[config.mk]
export PLATFORM = sky130hd
export DESIGN_NAME = psf_cell
export DESIGN_NICKNAME = d
export VERILOG_FILES = /design/src/design/psf_pkg.sv /design/src/design/psf_cell.sv
export SDC_FILE = /design/constraint.sdc
export NUM_CORES = 1
export LEC_CHECK = 0
export BUFFER_PORTS_ARGS = -buffer_cell sky130_fd_sc_hd__buf_2
export CORE_AREA = 2 2 64 66
export DETAILED_ROUTE_END_ITERATION = 10
export DIE_AREA = 0 0 66 68
export PLACE_DENSITY = 0.92
export SYNTH_ARGS = -nofsm -noshare
export SYNTH_HDL_FRONTEND = slang
export SYNTH_SLANG_ARGS = --single-unit
[constraint.sdc]
create_clock -name clock -period 4.3 [get_ports clock]
set_input_delay 0.43 -clock clock [delete_from_list [all_inputs] [get_ports clock]]
set_output_delay 0.43 -clock clock [all_outputs]
set_load 0.01 [all_outputs]
[src/design/psf_pkg.sv]
// Shared types and default constants for the prime sieve filter.
package psf_pkg;

   // Default table depth and candidate width.
   localparam int MAX_PRIMES_DEF = 64;
   localparam int VALUE_BITS_DEF = 16;

   // Sequencer states.
   typedef enum logic [1:0] {
      ST_IDLE,
      ST_RUN,
      ST_REDUCE,
      ST_DECIDE
   } state_type;

   // Control broadcast from the sequencer to every cell of the chain.
   typedef struct packed {
      logic start;     // clear the partial remainder
      logic step;      // take one candidate bit into the remainder
      logic cand_bit;  // candidate bit, most significant first
      logic push;      // shift the table one cell down the chain
   } cell_ctrl_type;

endpackage

[src/design/psf_cell.sv]
// One table cell: holds a prime and runs a bit-serial remainder check against it.
module psf_cell #(
   parameter int VALUE_BITS = psf_pkg::VALUE_BITS_DEF
) (
   input  logic                   clock,
   input  logic                   reset,
   input  psf_pkg::cell_ctrl_type ctrl,
   input  logic                   prev_valid,
   input  logic [VALUE_BITS-1:0]  prev_value,
   output logic                   valid,
   output logic [VALUE_BITS-1:0]  value,
   output logic                   hit
);
   import psf_pkg::*;

   logic                  valid_ff;
   logic [VALUE_BITS-1:0] value_ff;
   logic [VALUE_BITS-1:0] rem_ff;
   logic [VALUE_BITS-1:0] rem_in;
   logic [VALUE_BITS:0]   trial;
   logic [VALUE_BITS:0]   divisor;
   logic [VALUE_BITS:0]   diff;

   // Restoring remainder step: shift in one candidate bit, subtract if it fits.
   always_comb begin
      trial   = {rem_ff, ctrl.cand_bit};
      divisor = {1'b0, value_ff};
      diff    = trial - divisor;
      if (trial >= divisor) begin
         rem_in = diff[VALUE_BITS-1:0];
      end else begin
         rem_in = trial[VALUE_BITS-1:0];
      end
   end

   // Occupancy moves down the chain when a new prime is pushed in.
   always_ff @(posedge clock) begin
      if (reset) begin
         valid_ff <= 1'b0;
      end else if (ctrl.push) begin
         valid_ff <= prev_valid;
      end
   end

   // Stored prime and partial remainder.
   always_ff @(posedge clock) begin
      if (ctrl.push) begin
         value_ff <= prev_value;
      end
      if (ctrl.start) begin
         rem_ff <= '0;
      end else if (ctrl.step) begin
         rem_ff <= rem_in;
      end
   end

   assign valid = valid_ff;
   assign value = value_ff;
   assign hit   = valid_ff && (rem_ff == '0);

endmodule

=== Yosys cells after proc, flatten, opt, wreduce, memory -nomap -nowiden ===
Cells that the tools add are included.

* Output and inout port bits: 18
* Bits in registers: 33
* Logic and storage cells: 8
* Input port bits: 23

* $add $sub $neg: 1
* Reduce and logical (&&, ||, !) cells: 2
* Multiplexer cells: 1
* $lt $le $gt $ge: 1

{| class="wikitable"
|+ Operator list
! cell !! count
|-
| 17-bit by 16-bit greater-or-equal comparator with 1-bit output || 1
|-
| 16-bit logical NOT || 1
|-
| 16-bit 2-to-1 mux || 1
|-
| 16-bit subtractor || 1
|-
| 1-bit logical AND || 1
|}

=== Longest topological paths before layout ===
* Word-level depth: 2
* Gate-level depth with buffers: 11
* Depth with buffers taken out: 11

=== Least setup slack after synthesis ===
No wires, ideal clock.

* Path type: input to register
* From: input ctrl[1] in the netlist's numbering
* To: register rem_ff[12]
* Path slack: 1.860 ns
* Stages on the path: 11
* Required time: 4.163 ns
* Arrival time: 2.303 ns
* Path buffers: 0
* Cell sequence: inv_1 > ha_1 > inv_1 > fa_1 > a21o_1 > a221o_1 > a21oi_1 > o21bai_1 > a21oi_1 > xor2_1 > a31oi_1

* Longest elaborated chain between the ends: 2
* Elaborated cells between the ends (all ways): 3
* Classes of those cells: add/sub (1); order compare (1); mux (1)

{| class="wikitable"
|+ Ends and longest elaborated chain
! what !! line !! text
|-
| start: declaration || psf_cell.sv:7 || <nowiki>input psf_pkg::cell_ctrl_type ctrl,</nowiki>
|-
| 16-bit subtractor or 17-bit by 16-bit greater-or-equal comparator with 1-bit output (tied branches) || psf_cell.sv:28, psf_cell.sv:29 ||
|-
| 16-bit 2-to-1 mux * || psf_cell.sv:29 || <nowiki>if (trial >= divisor) begin</nowiki>
|-
| end signal: assignment || psf_cell.sv:53 || <nowiki>rem_ff <= rem_in;</nowiki>
|-
| end: declaration || psf_cell.sv:18 || <nowiki>logic [VALUE_BITS-1:0] rem_ff;</nowiki>
|}

Every way passes the cells marked *; elsewhere a longest branch is shown, timed or not.
A chain may end at the register's enable or synchronous reset.

=== Worst setup path in the final report ===
* From: register value_ff[0], in the netlist value[0]
* To: register rem_ff[12]

* Longest elaborated chain between the ends: 2
* Elaborated cells between the ends (all ways): 3
* Classes of those cells: add/sub (1); order compare (1); mux (1)

{| class="wikitable"
|+ Ends and longest elaborated chain
! what !! line !! text
|-
| start: declaration || psf_cell.sv:17 || <nowiki>logic [VALUE_BITS-1:0] value_ff;</nowiki>
|-
| start signal: assignment || psf_cell.sv:48 || <nowiki>value_ff <= prev_value;</nowiki>
|-
| 16-bit subtractor or 17-bit by 16-bit greater-or-equal comparator with 1-bit output (tied branches) || psf_cell.sv:28, psf_cell.sv:29 ||
|-
| 16-bit 2-to-1 mux * || psf_cell.sv:29 ||
|}

Marks and branches as above.

==> metrics.txt <==
Root Driver clkbuf_8; Final Setup Violations 0; Post-Syn Nets 257; Layout Cells excl Fill 308; Hold Crit Start reset; pre-CTS WS 1.525 ns; sw frac 33.89%; hold path endpoint valid$_SDFFE_PP0P_; Die W 66 µm; top cells by area, synth edfxtp_1, dfxtp_1, ha_1, mux2i_1, nor2_1; Core Util, Final 63.56%; fin worst setup slack 1.739 ns; final clock skew 0.007210 ns; Worst path max stage delay 0.39 ns; Avg Synthesized Cell Area 9.906 µm²; total setup buffers inserted after CTS 0; port buffer count 40; HP Class in2reg; # IOs 41; most used cell along the critical path a21oi_1; most common cell in the synthesized netlist nor2_1; # hold bufs at CTS 0; Worst path slowest cell fa_1; # rows 23; Period Utilization, post-route 59.56%; DRC viols 0; final wirelength 4664 µm; RSZ-0062 raised after global routing false; Clk Latency, worst-skew pair 0.29 ns; Clock Sink Count 33; Pint 603.9 µW; Post-CTS Resized 0; Antenna Nets Post-Route 0; EDFF count, synth 16; Placed Instances 300; global-route wire length before repair 7610 µm; Lkg Pwr 0.001100 µW; crit path cell chain ha_1, inv_1, fa_1, a21o_1, a221o_1, a21oi_1, o21bai_1, a21oi_1, xor2_1, a31oi_1; vias in the first global route 1686; commonest cells in the netlist nor2_1, inv_1, dfxtp_1; nets@finish 297; Clk network pwr share 24.6%; Seq/Total Area, Yosys 38.18%; Die Area 0.004488 mm²; share of the synthesized area in the top cell type 22.35%; Remaining Overflow, GRT 0; slew margin rel. 62.99%; hold depth 2; crit path launch type register; worst endpoint data arrival time 2.71 ns; Synth cell types 52; maximum number of pins on one net before global-route repair 33; Tot Pwr 913.6 µW; max cap viols 0; core area 0.003856 mm²; vias per inst 5.857; final hold vios 0; flip-flop and latch count after synthesis 33; Primary FF master, synth dfxtp_1; # diodes 0; Max Transition Viols Final 0; critical setup path kind reg2reg; per-cell routed wire length 15.14 µm; buffers and inverters on the worst path 1; CP Data Required Time 4.45 ns; Crit path max-delay family compound AO/OA/AOI/OAI gates; crit-path max FO 3; Mapped Area 0.002150 mm²; CTS tree built; Mapped Cells 217; clk slew on worst S/H paths 0.07 ns; R2R cell count 10; gr usage total 22.55%; Worst Max-Slew Pin Slew 0.5552 ns; DP HPWL 3368 µm; Peak VDD IR 0.2441 mV; status complete, no violations; Seq pwr share 42.0%; Initial Util 55.74%; initial antenna violation count 0; YS warnings 0; Max Fclk 0.3905 GHz; CP endpoint kind register; Comb pwr share 33.4%; global placer's final weighted congestion 0.9092; Num CTS Buffers 5; Psw 309.6 µW; Yosys top cell by area edfxtp_1; Die Ht 68 µm; Worst R2R Setup Slack 1.74 ns; Final TNS setup 0 ns; clock buffer depth 2; fin crit period 2.561 ns; reg2reg end rem_ff[12]$_SDFFE_PP0P_; drt initial violations 88; PD cells 372.7 mW/mm²; DR vias 1804; Area growth, synth to finish 14.03%; fraction of layout cells with a size suffix above 1 22.48%; reg2reg start value[0]$_DFFE_PP_; async set-or-reset flop fraction in the synthesized netlist 0%; htree depth 2; drt pass-1 iters 4
-- registers in the layout, indices dropped and copies added (netlist names) --
signal  cells
rem_ff     16
valid       1
value      16
-- cell usage in the layout, fill, tap and decap left out, types with 2 or more instances in the layout --
cell	Yosys	routed
buf_2	1	40
clkbuf_8	0	5
a21oi_1	13	13
o21a_1	2	2
nor2_1	21	21
dfxtp_1	17	17
edfxtp_1	16	16
nand4_1	2	2
xnor2_1	6	6
and3_1	3	3
nand2_1	6	6
clkinv_2	0	2
ha_1	16	16
o21ai_0	6	6
a21o_1	8	8
a31oi_1	2	2
inv_1	20	20
nor2b_1	2	2
nand3_1	5	5
xor2_1	7	7
nand2b_1	5	5
nor4_1	3	3
o22ai_1	2	2
a211oi_1	10	10
mux2i_1	12	12
-- cell families after synthesis --
group                    Yosys count  share of synthesized area [%]
adder cells (fa/ha/maj)           17                          10.24
AND/OR/NAND/NOR                   55                          13.27
AO/OA/AOI/OAI                     59                          21.19
buffers and inverters             27                          5.529
XOR/XNOR                          13                          5.297
multiplexers                      13                          6.286
flip-flops                        33                          38.18
-- how the worst max path moves through the flow --
stage	start	end	slack (ns)	cells past startpoint
finish	value[0]$_DFFE_PP_	rem_ff[12]$_SDFFE_PP0P_	1.74	10
global route	value[0]$_DFFE_PP_	rem_ff[12]$_SDFFE_PP0P_	1.58	10
CTS	value[0]$_DFFE_PP_	rem_ff[12]$_SDFFE_PP0P_	1.76	10
detailed placement	ctrl[1]	rem_ff[12]$_SDFFE_PP0P_	1.52	12
global placement	ctrl[1]	rem_ff[12]$_SDFFE_PP0P_	1.59	12
floorplan	ctrl[1]	rem_ff[12]$_SDFFE_PP0P_	1.86	11
-- per-layer routing --
layer / wire length, µm / part of all wire, % / vias to the layer above / GRT usage (%)
li1: - / - / 879 / -
met1: 1993 / 43 / 844 / 28.78
met2: 2252 / 48 / 72 / 37.12
met3: 326 / 7.0 / 9 / 5.099
met4: 91 / 2.0 / 0 / 9.439
met5: 0 / 0 / - / 0
-- cell type report --
type,count,area (µm²)
clock inverters,2,10.01
fillers,335,1405
well taps,50,62.56
multi-input cells,157,1210
repair buffers,40,200.2
inverters,20,75.07
flip-flops and latches,33,820.8
clock buffers,6,72.57
-- metrics by stage --
step	area, µm²	hold WS (ns)
2_1_floorplan	2150	0.4850
3_3_place_gp	2369	0.5045
3_5_place_dp	2369	0.5169
4_1_cts	2451	0.2761
5_1_grt	2451	0.2806
6_report	2451	0.2857
-- power by group through the flow --
| stage | clock, µW | sequential [µW] | combinational [µW] |
|---|---|---|---|
| floorplan | 0 | 391 | 234 |
| global placement | 0 | 389 | 288 |
| detailed placement | 0 | 391 | 298 |
| CTS | 234 | 384 | 302 |
| global route | 244 | 389 | 335 |
| finish | 225 | 384 | 305 |
(Power assumes the default switching activity.)
