## config.mk

```make
export PLATFORM = sky130hd
export DESIGN_NAME = psf_ctrl
export DESIGN_NICKNAME = d
export VERILOG_FILES = /design/src/design/psf_pkg.sv /design/src/design/psf_ctrl.sv
export SDC_FILE = /design/constraint.sdc
export NUM_CORES = 1
export LEC_CHECK = 0
export ABC_AREA = 1
export BUFFER_PORTS_ARGS = -buffer_cell sky130_fd_sc_hd__buf_2
export CAP_MARGIN = 20
export CELL_PAD_IN_SITES_DETAIL_PLACEMENT = 1
export CELL_PAD_IN_SITES_GLOBAL_PLACEMENT = 2
export CORE_AREA = 3 3 96 98
export CTS_CLUSTER_SIZE = 28
export DETAILED_ROUTE_END_ITERATION = 10
export DIE_AREA = 0 0 99 101
export GPL_ROUTABILITY_DRIVEN = 0
export PLACE_DENSITY = 0.91
export SYNTH_ARGS = -nofsm -noshare
export SYNTH_HDL_FRONTEND = slang
export SYNTH_SLANG_ARGS = --single-unit
export TNS_END_PERCENT = 10
```

## constraint.sdc

```tcl
create_clock -name clock -period 5.2 [get_ports clock]
set_clock_uncertainty 0.15 [all_clocks]
set_input_delay 0.26 -clock clock [delete_from_list [all_inputs] [get_ports clock]]
set_output_delay 0.26 -clock clock [all_outputs]
set_load 0.02 [all_outputs]
```

## src/design/psf_pkg.sv

```systemverilog
// Shared types and default constants for the prime sieve filter.
package psf_pkg;

   // Default table depth and candidate width.
   localparam int MAX_PRIMES_DEF = 64;
   localparam int VALUE_BITS_DEF = 16;

   // Sequencer states.
   typedef enum logic [1:0] {
      ST_IDLE,
      ST_RUN,
      ST_REDUCE,
      ST_DECIDE
   } state_type;

   // Control broadcast from the sequencer to every cell of the chain.
   typedef struct packed {
      logic start;     // clear the partial remainder
      logic step;      // take one candidate bit into the remainder
      logic cand_bit;  // candidate bit, most significant first
      logic push;      // shift the table one cell down the chain
   } cell_ctrl_type;

endpackage

```

## src/design/psf_ctrl.sv

```systemverilog
// Sequencer: takes requests, steps the cell chain and holds the result register.
module psf_ctrl #(
   parameter int MAX_PRIMES = psf_pkg::MAX_PRIMES_DEF,
   parameter int VALUE_BITS = psf_pkg::VALUE_BITS_DEF
) (
   input  logic                                clock,
   input  logic                                reset,
   input  logic                                req_tvalid,
   output logic                                req_tready,
   input  logic [((VALUE_BITS+7)/8)*8-1:0]     req_tdata,   // candidate
   output logic                                rsp_tvalid,
   input  logic                                rsp_tready,
   output logic [((VALUE_BITS+7)/8)*8-1:0]     rsp_tdata,   // prime_value
   output logic                                rsp_tuser,   // was_stored
   input  logic [MAX_PRIMES-1:0]               hits,
   input  logic                                full,
   output psf_pkg::cell_ctrl_type              ctrl,
   output logic [VALUE_BITS-1:0]               push_value
);
   import psf_pkg::*;

   localparam int DATA_W = ((VALUE_BITS + 7) / 8) * 8;
   localparam int STEP_W = $clog2(VALUE_BITS);
   localparam logic [STEP_W-1:0] LAST_STEP = STEP_W'(VALUE_BITS - 1);

   state_type             state_ff, state_in;
   logic [VALUE_BITS-1:0] cand_ff, cand_in;
   logic [VALUE_BITS-1:0] shift_ff, shift_in;
   logic [STEP_W-1:0]     step_ff, step_in;
   logic                  hit_ff, hit_in;
   logic                  rsp_valid_ff, rsp_valid_in;
   logic [VALUE_BITS-1:0] rsp_data_ff, rsp_data_in;
   logic                  rsp_stored_ff, rsp_stored_in;
   logic [VALUE_BITS-1:0] req_cand;
   logic                  out_free;

   assign req_cand = req_tdata[VALUE_BITS-1:0];
   assign out_free = !rsp_valid_ff || rsp_tready;

   // State register and control flags.
   always_ff @(posedge clock) begin
      if (reset) begin
         state_ff     <= ST_IDLE;
         rsp_valid_ff <= 1'b0;
      end else begin
         state_ff     <= state_in;
         rsp_valid_ff <= rsp_valid_in;
      end
   end

   // Working registers.
   always_ff @(posedge clock) begin
      cand_ff       <= cand_in;
      shift_ff      <= shift_in;
      step_ff       <= step_in;
      hit_ff        <= hit_in;
      rsp_data_ff   <= rsp_data_in;
      rsp_stored_ff <= rsp_stored_in;
   end

   // Next state, chain control and result loading.
   always_comb begin
      state_in      = state_ff;
      cand_in       = cand_ff;
      shift_in      = shift_ff;
      step_in       = step_ff;
      hit_in        = hit_ff;
      rsp_data_in   = rsp_data_ff;
      rsp_stored_in = rsp_stored_ff;
      rsp_valid_in  = rsp_valid_ff && !rsp_tready;
      req_tready    = 1'b0;
      ctrl          = '0;
      unique case (state_ff)
         ST_IDLE: begin
            req_tready = 1'b1;
            // Zero and one are not prime and are dropped at once.
            if (req_tvalid && (req_cand >= VALUE_BITS'(2))) begin
               cand_in    = req_cand;
               shift_in   = req_cand;
               step_in    = '0;
               ctrl.start = 1'b1;
               state_in   = ST_RUN;
            end
         end
         ST_RUN: begin
            ctrl.step     = 1'b1;
            ctrl.cand_bit = shift_ff[VALUE_BITS-1];
            shift_in      = {shift_ff[VALUE_BITS-2:0], 1'b0};
            step_in       = step_ff + STEP_W'(1);
            if (step_ff == LAST_STEP) begin
               state_in = ST_REDUCE;
            end
         end
         ST_REDUCE: begin
            hit_in   = |hits;
            state_in = ST_DECIDE;
         end
         ST_DECIDE: begin
            if (hit_ff) begin
               state_in = ST_IDLE;
            end else if (out_free) begin
               ctrl.push     = !full;
               rsp_data_in   = cand_ff;
               rsp_stored_in = !full;
               rsp_valid_in  = 1'b1;
               state_in      = ST_IDLE;
            end
         end
         default: begin
            state_in = ST_IDLE;
         end
      endcase
   end

   assign push_value = cand_ff;
   assign rsp_tvalid = rsp_valid_ff;
   assign rsp_tdata  = DATA_W'(rsp_data_ff);
   assign rsp_tuser  = rsp_stored_ff;

`ifndef SYNTH
   // A test that needs the chain keeps the input closed on the next cycle.
   a_busy_after_start: assert property (@(posedge clock) disable iff (reset)
      (state_ff == ST_IDLE && req_tvalid && req_cand >= VALUE_BITS'(2))
      |=> !req_tready)
      else $error("request taken while the chain is busy");

   // A result only appears out of the decision step.
   a_rsp_from_decide: assert property (@(posedge clock) disable iff (reset)
      $rose(rsp_tvalid) |-> $past(state_ff) == ST_DECIDE)
      else $error("result raised outside the decision step");

   // The bit counter never runs past the candidate width.
   a_step_bound: assert property (@(posedge clock) disable iff (reset)
      (state_ff == ST_RUN) |-> (step_ff <= LAST_STEP))
      else $error("remainder step counter overran");

   // A prime flagged as stored is never reported while the table was full.
   a_no_store_when_full: assert property (@(posedge clock) disable iff (reset)
      (state_ff == ST_DECIDE && !hit_ff && out_free && full) |=> !rsp_tuser)
      else $error("prime flagged as stored into a full table");
`endif

endmodule

```

Word level (Yosys, flattened, before mapping)
Index checks and enable logic that the tools add are counted.

Register bits: 57. Bits of input ports: 85. Word-level logic and storage cells: 50.

Mux-type cells: 19. $lt $le $gt $ge: 1. Bitwise logic cells: 1. Reductions and logical operators: 13. Add/subtract/negate cells: 1. Eq/ne operators: 7.

Operators with widths (count): $reduce_or A64 Y1 (1); $pmux W16 S2 (1); $ge A16 B2 Y1 const B (1); $mux W16 (1); $mux W2 (5); $mux W1 (9); $pmux W2 S4 (1); $pmux W4 S2 (1); $reduce_and A3 Y1 (2); $add A4 B1 Y4 const B (1); $eq A2 B2 Y1 const B (2); $eq A4 B4 Y1 const B (1); $mux W4 (1); $ne A2 B2 Y1 const B (2); $reduce_and A2 Y1 (2); $logic_not A1 Y1 (3); $ne A3 B3 Y1 const B (1); $eq A2 B1 Y1 const B (1); $logic_and A1 B1 Y1 (2); $logic_not A2 Y1 (1); $reduce_bool A2 Y1 (1); $logic_or A1 B1 Y1 (1); $not A1 Y1 (1).

Depth between registers and ports, before layout
Gate-level depths: netlist of the first run.

Word-level depth: 5. Gate-level depth with buffers: 9. Mapped depth without buffers: 9.

Worst setup path after synthesis of the first run
OpenSTA, ideal clock, no wires.

Path type: reg-to-reg. Start: register state_ff[0]. End: register cand_ff[0], in the netlist push_value[0] (enable). Slack: 2877 ps. Clock period less this slack: 2323 ps. Arrival time: 1772 ps. Buffers on the path: 0. Library setup time: 401 ps. Stages on the path, launching flop included: 5. Cells stage by stage: dfxtp_1 > inv_1 > ha_1 > inv_1 > nor2_1.

Cells in the longest elaborated chain, start to end: 2.

RTL lines: start, declared (line psf_ctrl.sv:26) `state_type state_ff, state_in;`; start signal, assigned (line psf_ctrl.sv:46) `state_ff <= state_in;`; $logic_not A2 Y1 (line psf_ctrl.sv:73) `unique case (state_ff)`; $reduce_and A2 Y1 (no line); end signal, assigned (line psf_ctrl.sv:53) `cand_ff <= cand_in;`; end, declared (line psf_ctrl.sv:27) `logic [VALUE_BITS-1:0] cand_ff, cand_in;`.

No other way between the ends. A chain may end at the register's enable or synchronous reset.

Worst setup path after layout of the first run
Start: register state_ff[1]. End: register shift_ff[15] (enable).

Cells in the longest elaborated chain, start to end: 3. Elaborated cells between the ends (all ways): 5. Classes of those cells: eq/ne: 2; reduce/logical: 3.

RTL lines: $eq A2 B1 Y1 or $logic_not A2 Y1 (tied branches) (line psf_ctrl.sv:73); $reduce_bool A2 Y1 (no line) or $ne A2 B2 Y1 (tied branches); $reduce_and A2 Y1 (no line) (*); end signal, assigned (line psf_ctrl.sv:54) `shift_ff <= shift_in;`; end, declared (line psf_ctrl.sv:28) `logic [VALUE_BITS-1:0] shift_ff, shift_in;`.

Every way passes the cells marked *; elsewhere a longest branch is shown, timed or not.

==> out/metrics.cfg, run 1 <==
[timing]
whs_ns=0.0425
finish_stage_setup_viols=0
layout_min_cycle_time_ns=2.40
timing_hold_violations_final=0
max_slew.worst_pin.slew_ns=0.833
fmax_mhz=416
max_slew_margin_pct=44.5
setup_repair_after_global_routing_missed_its_margin=false
min_period_over_period_pct=46.2
final.setup.tns_ns=0
slew_violations=0

[critical_path]
critical_path.slowest_cell=sky130_fd_sc_hd__o21a_1
reg2reg_setup_slack_ns=2.80
crit_path_max_fanout=23
rr_worst_depth=3
timing.critical_path.required_ns=4.99
cp_startpoint_kind=flop
critical_path.top_delay_family=compound AO/OA/AOI/OAI gates
cp.depth=3
nature_of_the_critical_path_endpoint=flop
cp_cell_sequence=inv_1 > ha_1 > o21a_1
worst-setup-path-type=flop to flop
r2r_end=shift_ff[15]
buf_inv_stages_crit_path=1
worstPathArrival_ns=2.20
reg2reg_from=state_ff[1]
critical_path.max_stage_delay_ns=0.79

[synth]
synth-seq-cells=57
post_synthesis_cell_area_um2=2350
synth_top_area_cell=sky130_fd_sc_hd__edfxtp_1
yosysMostFrequentCell=sky130_fd_sc_hd__nand2_1
synth-edff-count=54
synth.avg_cell_area_um2=11.6
netlist.area_leader.share_pct=68.9
synthDistinctLibCells=21
mappedNetlistNets=293
synth_top_cells_by_count=sky130_fd_sc_hd__nand2_1, sky130_fd_sc_hd__edfxtp_1, sky130_fd_sc_hd__nor2_1, sky130_fd_sc_hd__inv_1, sky130_fd_sc_hd__nor4_1
yosysWarnings=0
synth-async-reset-ratio_pct=0
synth-main-ff-cell=sky130_fd_sc_hd__edfxtp_1
synth.top_cells.by_area=sky130_fd_sc_hd__edfxtp_1, sky130_fd_sc_hd__nand2_1, sky130_fd_sc_hd__nor2_1, sky130_fd_sc_hd__ha_1, sky130_fd_sc_hd__nor4_1
netlist_instances=203
ys_seq_area_share_pct=71.5

[clock_tree]
clock_tree.buffer_depth=2
clock_tree.root_cell=sky130_fd_sc_hd__clkbuf_8
htree_levels=3
clock_latency_ns=0.32
postCtsSetupRepairBufs=0
cts.reportedPaths.clkPinSlew_ns=0.06
cts_buffers=9
post_cts_resized=0
cts_num_sinks=57
cts_tree=built

[grt]
maximum_number_of_pins_on_one_net_before_global_route_repair=24
globalRouteOverflowTotal=0
antenna_violations_before_repair=0
grt_pass1_wl_mm=9.61
grt_pass1_vias=2098
overall_track_demand_over_capacity_in_global_routing_pct=12.2

[floorplan]
fp.dieW_um=99
core_um2=8550
start_util_pct=27.5
rows=34
fp.dieH_um=101
io-pin-count=124
die_area_um2=10000

[power_and_ir_drop]
p_leak_nw=1.53
pwr-share-clk_pct=23.0
peakVddDrop_mv=0.148
part_of_the_total_power_dissipated_in_combinational_logic_pct=25.8
power.density_cell_area_nw_per_um2=416
p_switching_mw=0.456
switching_share_pct=32.0
cellInternalPower_mw=0.967
share_seq_of_total_power_pct=51.2

[worst_hold_path]
min_delay_path_depth=2
worstHoldStart=full
hold_path_class=input port to flop
hold-path-endpoint=rsp_tuser

[place]
place_hpwl_mm=4.65
numPlacedInstances=433
postPlaceCellArea_um2=3110
numPortBuffers=123

[cells_and_area]
area_growth_syn_to_layout_pct=45.5
post_layout_nonfiller_instances=465
antenna_cells=0
design_area_um2=3420
final_layout_size_suffix_gt1_share_pct=39.5
nets=442

[route]
wire_per_inst_um=13.0
drc_errors_left=0
drt_iter0_drc=104
drt_wirelength_mm=6.05
final_antenna_net_count=0
vias=2003
drt_pre_antenna_iters=4
vias_per_cell=4.31

[run_status]
outcome=finished clean

[run]
maxCapViolations=0

==> sequential cells by signal (all words and copies together) (netlist names) <==
register	count
push_value	16
rsp_tdata	16
shift_ff	16
step_ff	4
state_ff	2
hit_ff	1
rsp_tuser	1
rsp_tvalid	1
==> routing by layer <==
metal	track usage [%]	wire, µm	share of wire (%)	vias up
li1	-	-	-	989
met1	14.2	2350	39	926
met2	21.5	3180	53	85
met3	3.74	484	8.0	3
met4	4.10	35	0.58	0
met5	0	0	0	-
==> cell families after synthesis <==
group                      share of synthesized area (%)
AOI/OAI and AO/OA                                   2.18
xor gates and xnor gates                           0.372
adders and majority gates                           2.66
buffers and inverters                               3.19
DFF                                                 71.5
and+or+nand+nor                                     20.1
==> timing repair <==
action / 4_1_cts / 5_1_grt
endpoints found under the hold margin: 16 / 0
hold buffers: 16 / 0
endpoints found under the setup margin: 0 / 0
==> cell usage in the layout (no fill, tap or decap), types with 3 or more instances in the layout <==
cell,n
sky130_fd_sc_hd__buf_2,123
sky130_fd_sc_hd__clkbuf_1,3
sky130_fd_sc_hd__clkbuf_8,9
sky130_fd_sc_hd__clkinv_2,4
sky130_fd_sc_hd__dfxtp_1,3
sky130_fd_sc_hd__dlygate4sd3_1,16
sky130_fd_sc_hd__edfxtp_1,54
sky130_fd_sc_hd__ha_1,5
sky130_fd_sc_hd__inv_1,15
sky130_fd_sc_hd__nand2_1,59
sky130_fd_sc_hd__nand3b_1,3
sky130_fd_sc_hd__nand4_1,3
sky130_fd_sc_hd__nor2_1,32
sky130_fd_sc_hd__nor4_1,10
==> per-stage QoR <==
| step | setup WS [ns] | util [%] | power (mW) |
|---|---|---|---|
| 2_1_floorplan | 2.88 | - | 0.955 |
| 3_3_place_gp | 2.84 | 36.3 | 1.08 |
| 3_5_place_dp | 2.77 | 36.3 | 1.10 |
| 4_1_cts | 2.76 | 40.0 | 1.44 |
| 5_1_grt | 2.56 | 40.0 | 1.53 |
| 6_report | 2.80 | 40.0 | 1.42 |
==> area by class of cell <==
class	instances	area, µm²
Tap cell	108	135
Inverter	17	63.8
Timing Repair Buffer	141	791
Clock buffer	12	135
Clock inverter	4	20.0
Multi-Input combinational cell	126	596
Fill cell	993	5130
Sequential cell	57	1680
==> worst max path at each step <==
stage / start / end
after global placement: state_ff[1] / shift_ff[13]
after CTS: state_ff[1] / shift_ff[15]
after global routing: state_ff[1] / shift_ff[15]
after detailed placement: state_ff[1] / shift_ff[15]
after floorplan: state_ff[0] / push_value[0]
final: state_ff[1] / shift_ff[15]
==> worst register-to-register path, cell delays in order (launching register included) <==
cell and delay, ns:
sky130_fd_sc_hd__dfxtp_1 0.34, sky130_fd_sc_hd__inv_1 0.10, sky130_fd_sc_hd__ha_1 0.65, sky130_fd_sc_hd__o21a_1 0.79
==> power by group through the flow <==
stage	registers [mW]	logic (mW)	clock network [mW]
floorplan	0.758	0.196	0
global placement	0.725	0.352	0
detailed placement	0.736	0.366	0
CTS	0.728	0.377	0.339
global route	0.742	0.424	0.363
finish	0.728	0.367	0.328
(Power assumes the default switching activity.)
==> run 2, diff against run 1 <==
--- a/config.mk
+++ b/config.mk
@@ -5,17 +5,17 @@
 export SDC_FILE = /design/constraint.sdc
 export NUM_CORES = 1
 export LEC_CHECK = 0
-export ABC_AREA = 1
+export ABC_AREA = 0
 export BUFFER_PORTS_ARGS = -buffer_cell sky130_fd_sc_hd__buf_2
 export CAP_MARGIN = 20
 export CELL_PAD_IN_SITES_DETAIL_PLACEMENT = 1
 export CELL_PAD_IN_SITES_GLOBAL_PLACEMENT = 2
-export CORE_AREA = 3 3 96 98
+export CORE_AREA = 3 3 100 102
 export CTS_CLUSTER_SIZE = 28
 export DETAILED_ROUTE_END_ITERATION = 10
-export DIE_AREA = 0 0 99 101
+export DIE_AREA = 0 0 103 105
 export GPL_ROUTABILITY_DRIVEN = 0
-export PLACE_DENSITY = 0.91
+export PLACE_DENSITY = 0.83
 export SYNTH_ARGS = -nofsm -noshare
 export SYNTH_HDL_FRONTEND = slang
 export SYNTH_SLANG_ARGS = --single-unit
==> constraint.sdc (replaced) <==
create_clock -name clock -period 2.2 [get_ports clock]
set_clock_uncertainty 0.15 [all_clocks]
set_input_delay 0.11 -clock clock [delete_from_list [all_inputs] [get_ports clock]]
set_output_delay 0.11 -clock clock [all_outputs]
set_load 0.02 [all_outputs]
==> run 2 against run 1 <==
Setup slack worse by 2.7 ns. Flip-flop and latch count unchanged. Total power up 140%. Sequential power up 130%. Highest routed layer is now met5. Clock power up 140%. Global-route usage down 0.60 points. Clock-buffer cell count down 2. Critical path depth up 3. Synthesized cell count down 32%. Non-clock buffer count up 9. Critical path type is now input port to output pin. Combinational power rose to 2.6 times the previous value. Utilization down 2.2 points. Largest cell class unchanged.
==> out/metrics.cfg, run 2 <==
[run_status]
outcome=finished clean

[clock_tree]
cts.reportedPaths.clkPinSlew_ns=0.07
clock_latency_ns=0.32
clock_tree.buffer_depth=2
clock_tree.root_cell=sky130_fd_sc_hd__clkbuf_8
cts_num_sinks=57
cts_tree=built
htree_levels=3
cts_buffers=9

[timing]
min_period_over_period_pct=96.1
timing_hold_violations_final=0
setup_repair_after_global_routing_missed_its_margin=false
final.setup.tns_ns=0
fin_ws_ns=0.0868
fmax_mhz=473
max_slew.worst_pin.slew_ns=0.431
slew_violations=0
layout_min_cycle_time_ns=2.11
max_slew_margin_pct=70.9
finish_stage_setup_viols=0

[synth]
netlist_instances=138
synth-main-ff-cell=sky130_fd_sc_hd__edfxtp_1
yosysMostFrequentCell=sky130_fd_sc_hd__edfxtp_1
synth_top_area_cell=sky130_fd_sc_hd__edfxtp_1
synthDistinctLibCells=29
yosysWarnings=0
synth-edff-count=54
post_synthesis_cell_area_um2=2300
synth.top_cells.by_area=sky130_fd_sc_hd__edfxtp_1, sky130_fd_sc_hd__mux2_2, sky130_fd_sc_hd__nor4_1, sky130_fd_sc_hd__ha_1, sky130_fd_sc_hd__dfxtp_1
synth-seq-cells=57
mappedNetlistNets=228
synth_top_cells_by_count=sky130_fd_sc_hd__edfxtp_1, sky130_fd_sc_hd__nor4_1, sky130_fd_sc_hd__mux2_2, sky130_fd_sc_hd__inv_1, sky130_fd_sc_hd__ha_1
synth.avg_cell_area_um2=16.6
synth-async-reset-ratio_pct=0
netlist.area_leader.share_pct=70.6
ys_seq_area_share_pct=73.2

[route]
drc_errors_left=0
drt_pre_antenna_iters=6
vias_per_cell=4.58
wire_per_inst_um=15.2
vias=1893
final_antenna_net_count=0
drt_wirelength_mm=6.28
drt_iter0_drc=69

[critical_path]
timing.critical_path.required_ns=1.94
reg2reg_from=state_ff[0]
rr_worst_depth=6
worstPathArrival_ns=1.85
crit_path_max_fanout=17
cp_startpoint_kind=input port
nature_of_the_critical_path_endpoint=output pin
worst-setup-path-type=input port to output pin
r2r_end=state_ff[1]
launching_element_of_the_worst_setup_path=req_tdata[1]
worstSetupEndpoint=ctrl[3]
reg2reg_setup_slack_ns=0.30

[cells_and_area]
final_layout_size_suffix_gt1_share_pct=53.8
fin_util_pct=37.8
nets=387
final_cell_mix=sky130_fd_sc_hd__buf_2, sky130_fd_sc_hd__edfxtp_1, sky130_fd_sc_hd__dlygate4sd3_1
final_common_cell=sky130_fd_sc_hd__buf_2
post_layout_nonfiller_instances=413
fillCellCount=1021
area_growth_syn_to_layout_pct=51.4

[floorplan]
fp.dieW_um=103
core_um2=9200
io-pin-count=124
start_util_pct=25.0
rows=35
fp.dieH_um=105
die_area_um2=10800

[grt]
grt_pass1_vias=2004
antenna_violations_before_repair=3
maximum_number_of_pins_on_one_net_before_global_route_repair=21
overall_track_demand_over_capacity_in_global_routing_pct=11.6
grt_pass1_wl_mm=9.42
globalRouteOverflowTotal=0

[worst_hold_path]
min_delay_path_depth=4
hold_path_class=input port to flop

[power_and_ir_drop]
peakVddDrop_mv=0.334
p_leak_nw=1.42
power.density_cell_area_nw_per_um2=989

[place]
numPortBuffers=123
numPlacedInstances=374
place_ws_ns=0.179
place_hpwl_mm=4.83

[run]
maxCapViolations=0

run 2: changes by cell type after synthesis, sizes merged, moves of 3 or more:
cell    previous run  this run
clkbuf             3         0
inv               17         6
mux2               0        15
nand2             59         1
nand2b             0         4
nand3b             3         0
nor2              32         3
nor4              10        18
or4                0         3
run 2: worst max-delay path, cell delays in order:
cell                            delay [ns]
sky130_fd_sc_hd__dlygate4sd3_1        0.54
sky130_fd_sc_hd__buf_2                0.14
sky130_fd_sc_hd__or3_1                0.30
sky130_fd_sc_hd__o311a_2              0.40
sky130_fd_sc_hd__buf_6                0.18
sky130_fd_sc_hd__buf_2                0.17
run 2: kinds of logic after synthesis:
kind of cell | Yosys count | synth area share (%)
DFF | 57 | 73.2
and+or+nand+nor | 43 | 11.7
muxes | 16 | 7.79
buffers and inverters | 8 | 1.31
AOI/OAI and AO/OA | 7 | 2.51
adders and majority gates | 5 | 2.72
xor gates and xnor gates | 2 | 0.763
run 2: timing repair:
action | CTS | global route
buffers inserted | 0 | 1
endpoints found under the hold margin | 37 | 0
endpoints found under the setup margin | 0 | 2
gates resized for setup | 0 | 4
hold buffers | 22 | 0
run 2: layout make-up:
cell class / instances / area, µm² / share of cell area, %
antenna: 1 / 2.50 / 0.0720
clock buffer: 10 / 128 / 3.67
sequential: 57 / 1680 / 48.4
inverter: 6 / 22.5 / 0.648
clock inverter: 5 / 23.8 / 0.684
tap: 111 / 139 / 3.99
multi-input combinational: 73 / 601 / 17.3
timing repair buffer: 150 / 880 / 25.3
run 2: worst min-delay path by stage:
stage                 startpoint            end  slack, ns
finish                  hits[52]         hit_ff       0.01
global route            hits[55]         hit_ff       0.01
CTS                     hits[52]         hit_ff      0.001
detailed placement  req_tdata[0]  push_value[0]       0.15
global placement    req_tdata[0]  push_value[0]       0.15
floorplan                  reset     rsp_tvalid       0.03
run 2: layer usage:
layer  part of all wire (%)  global-route usage (%)  wire length (µm)
met1                     38                    11.7              2360
met2                     48                    19.7              3000
met3                     13                    6.48               834
met4                    1.0                    4.72                63
met5                   0.22                       0                14
run 2: report_power, final:
group | internal [mW] | total (mW) | switching [mW]
Combinational | 0.410 | 0.970 | 0.561
Sequential | 1.58 | 1.70 | 0.117
Clock | 0.388 | 0.771 | 0.383
run 2: metrics by stage:
| stage | total power [mW] | hold slack (ns) | area [µm²] |
|---|---|---|---|
| floorplan | 2.28 | 0.0291 | 2300 |
| global placement | 2.63 | 0.153 | 3080 |
| detailed placement | 2.67 | 0.155 | 3080 |
| CTS | 3.48 | 0.00111 | 3450 |
| global route | 3.65 | 0.0140 | 3480 |
| finish | 3.44 | 0.0143 | 3480 |
==> run 3, diff against run 2 <==
--- a/config.mk
+++ b/config.mk
@@ -15,7 +15,7 @@
 export DETAILED_ROUTE_END_ITERATION = 10
 export DIE_AREA = 0 0 103 105
 export GPL_ROUTABILITY_DRIVEN = 0
-export PLACE_DENSITY = 0.83
+export PLACE_DENSITY = 0.8
 export SYNTH_ARGS = -nofsm -noshare
 export SYNTH_HDL_FRONTEND = slang
 export SYNTH_SLANG_ARGS = --single-unit
==> run 3 against run 2 <==
Global-route usage increased by 1.3 points. Hold slack got worse by 0.0014 ns. Largest cell class unchanged. Sequential power hardly changed. Critical endpoint unchanged. Largest power group unchanged.
==> out/metrics.cfg, run 3 (synthesized netlist as in run 2, its figures left out) <==
[route]
drt_pre_antenna_iters=4
vias=1918
drt_wirelength_mm=6.83
wire_per_inst_um=16.3
vias_per_cell=4.58
drc_errors_left=0
drt_iter0_drc=90
final_antenna_net_count=0

[clock_tree]
clock_latency_ns=0.33
clock_tree.root_cell=sky130_fd_sc_hd__clkbuf_8
cts_tree=built
cts_num_sinks=57
clock_tree.buffer_depth=2
htree_levels=3
cts.reportedPaths.clkPinSlew_ns=0.06
cts_buffers=9

[critical_path]
worstPathArrival_ns=1.85
reg2reg_setup_slack_ns=0.27
worst-setup-path-type=input port to output pin
nature_of_the_critical_path_endpoint=output pin
r2r_end=state_ff[1]
rr_worst_depth=6
reg2reg_from=state_ff[0]
cp_startpoint_kind=input port
timing.critical_path.required_ns=1.94
crit_path_max_fanout=17

[timing]
whs_ns=0.0129
min_period_over_period_pct=95.9
final.setup.tns_ns=0
max_slew_margin_pct=69.9
slew_violations=0
fmax_mhz=474
setup_repair_after_global_routing_missed_its_margin=false
max_slew.worst_pin.slew_ns=0.446
fin_ws_ns=0.0904
finish_stage_setup_viols=0
timing_hold_violations_final=0
layout_min_cycle_time_ns=2.11

[grt]
overall_track_demand_over_capacity_in_global_routing_pct=12.9
antenna_violations_before_repair=3
globalRouteOverflowTotal=0
grt_pass1_wl_mm=10.2
grt_pass1_vias=2112
maximum_number_of_pins_on_one_net_before_global_route_repair=21

[floorplan]
rows=35
die_area_um2=10800
fp.dieW_um=103
core_um2=9200
io-pin-count=124
fp.dieH_um=105
start_util_pct=25.0

[worst_hold_path]
worstHoldStart=hits[3]
min_delay_path_depth=4
hold_path_class=input port to flop
hold-path-endpoint=hit_ff

[place]
place_hpwl_mm=5.11
place_ws_ns=0.177
numPortBuffers=123
numPlacedInstances=374
postPlaceCellArea_um2=3080

[power_and_ir_drop]
design_power_total_mw=3.61
peakVddDrop_mv=0.267
power.density_cell_area_nw_per_um2=1020
p_leak_nw=1.45

[cells_and_area]
final_cell_mix=sky130_fd_sc_hd__buf_2, sky130_fd_sc_hd__edfxtp_1, sky130_fd_sc_hd__dlygate4sd3_1
fin_util_pct=38.6
design_area_um2=3550
area_growth_syn_to_layout_pct=54.7
final_layout_size_suffix_gt1_share_pct=53.1
post_layout_nonfiller_instances=419
nets=392
final_common_cell=sky130_fd_sc_hd__buf_2

[run_status]
outcome=finished clean

[run]
maxCapViolations=0

==> run 3: cell type report <==
class                   count  area (µm²)
diodes                      1        2.50
clock buffers               9         124
clock inverters             7        61.3
fillers                  1026        5640
inverters                   6        22.5
multi-input cells          73         594
flip-flops and latches     57        1680
well taps                 111         139
repair buffers            155         927
==> run 3: worst max-delay path: stages <==
cell	delay, ns
sky130_fd_sc_hd__dlygate4sd3_1	0.54
sky130_fd_sc_hd__buf_2	0.14
sky130_fd_sc_hd__or3_1	0.31
sky130_fd_sc_hd__o311a_2	0.40
sky130_fd_sc_hd__buf_6	0.18
sky130_fd_sc_hd__buf_2	0.17
==> run 3: worst max-delay path by stage <==
stage	start	endpoint	slack, ns	cells after the start
finish	req_tdata[1]	ctrl[3]	0.09	6
global route	hits[59]	hit_ff	0.03	6
CTS	req_tdata[1]	ctrl[3]	0.03	6
detailed placement	req_tdata[7]	shift_ff[8]	0.18	4
global placement	req_tdata[7]	shift_ff[7]	0.21	4
floorplan	state_ff[0]	shift_ff[0]	0.12	4
==> run 3: report_power, final <==
group | total (mW) | internal, mW | switching (mW)
combinational | 0.986 | 0.412 | 0.574
clock | 0.919 | 0.508 | 0.411
sequential | 1.70 | 1.58 | 0.122
total | 3.61 | 2.50 | 1.11
==> run 3: metal layers <==
metal | wire, µm | track usage, % | vias up
met5 | 21 | 0 | -
met4 | 231 | 7.86 | 4
met3 | 829 | 6.01 | 20
met2 | 3320 | 21.6 | 124
met1 | 2430 | 12.7 | 887
li1 | - | - | 883
==> run 3: what timing repair did <==
action	4_1_cts	5_1_grt
resized for setup	0	2
endpoints found under the setup margin	0	2
hold endpoints to repair	36	0
buffers inserted	0	1
hold buffers	27	0
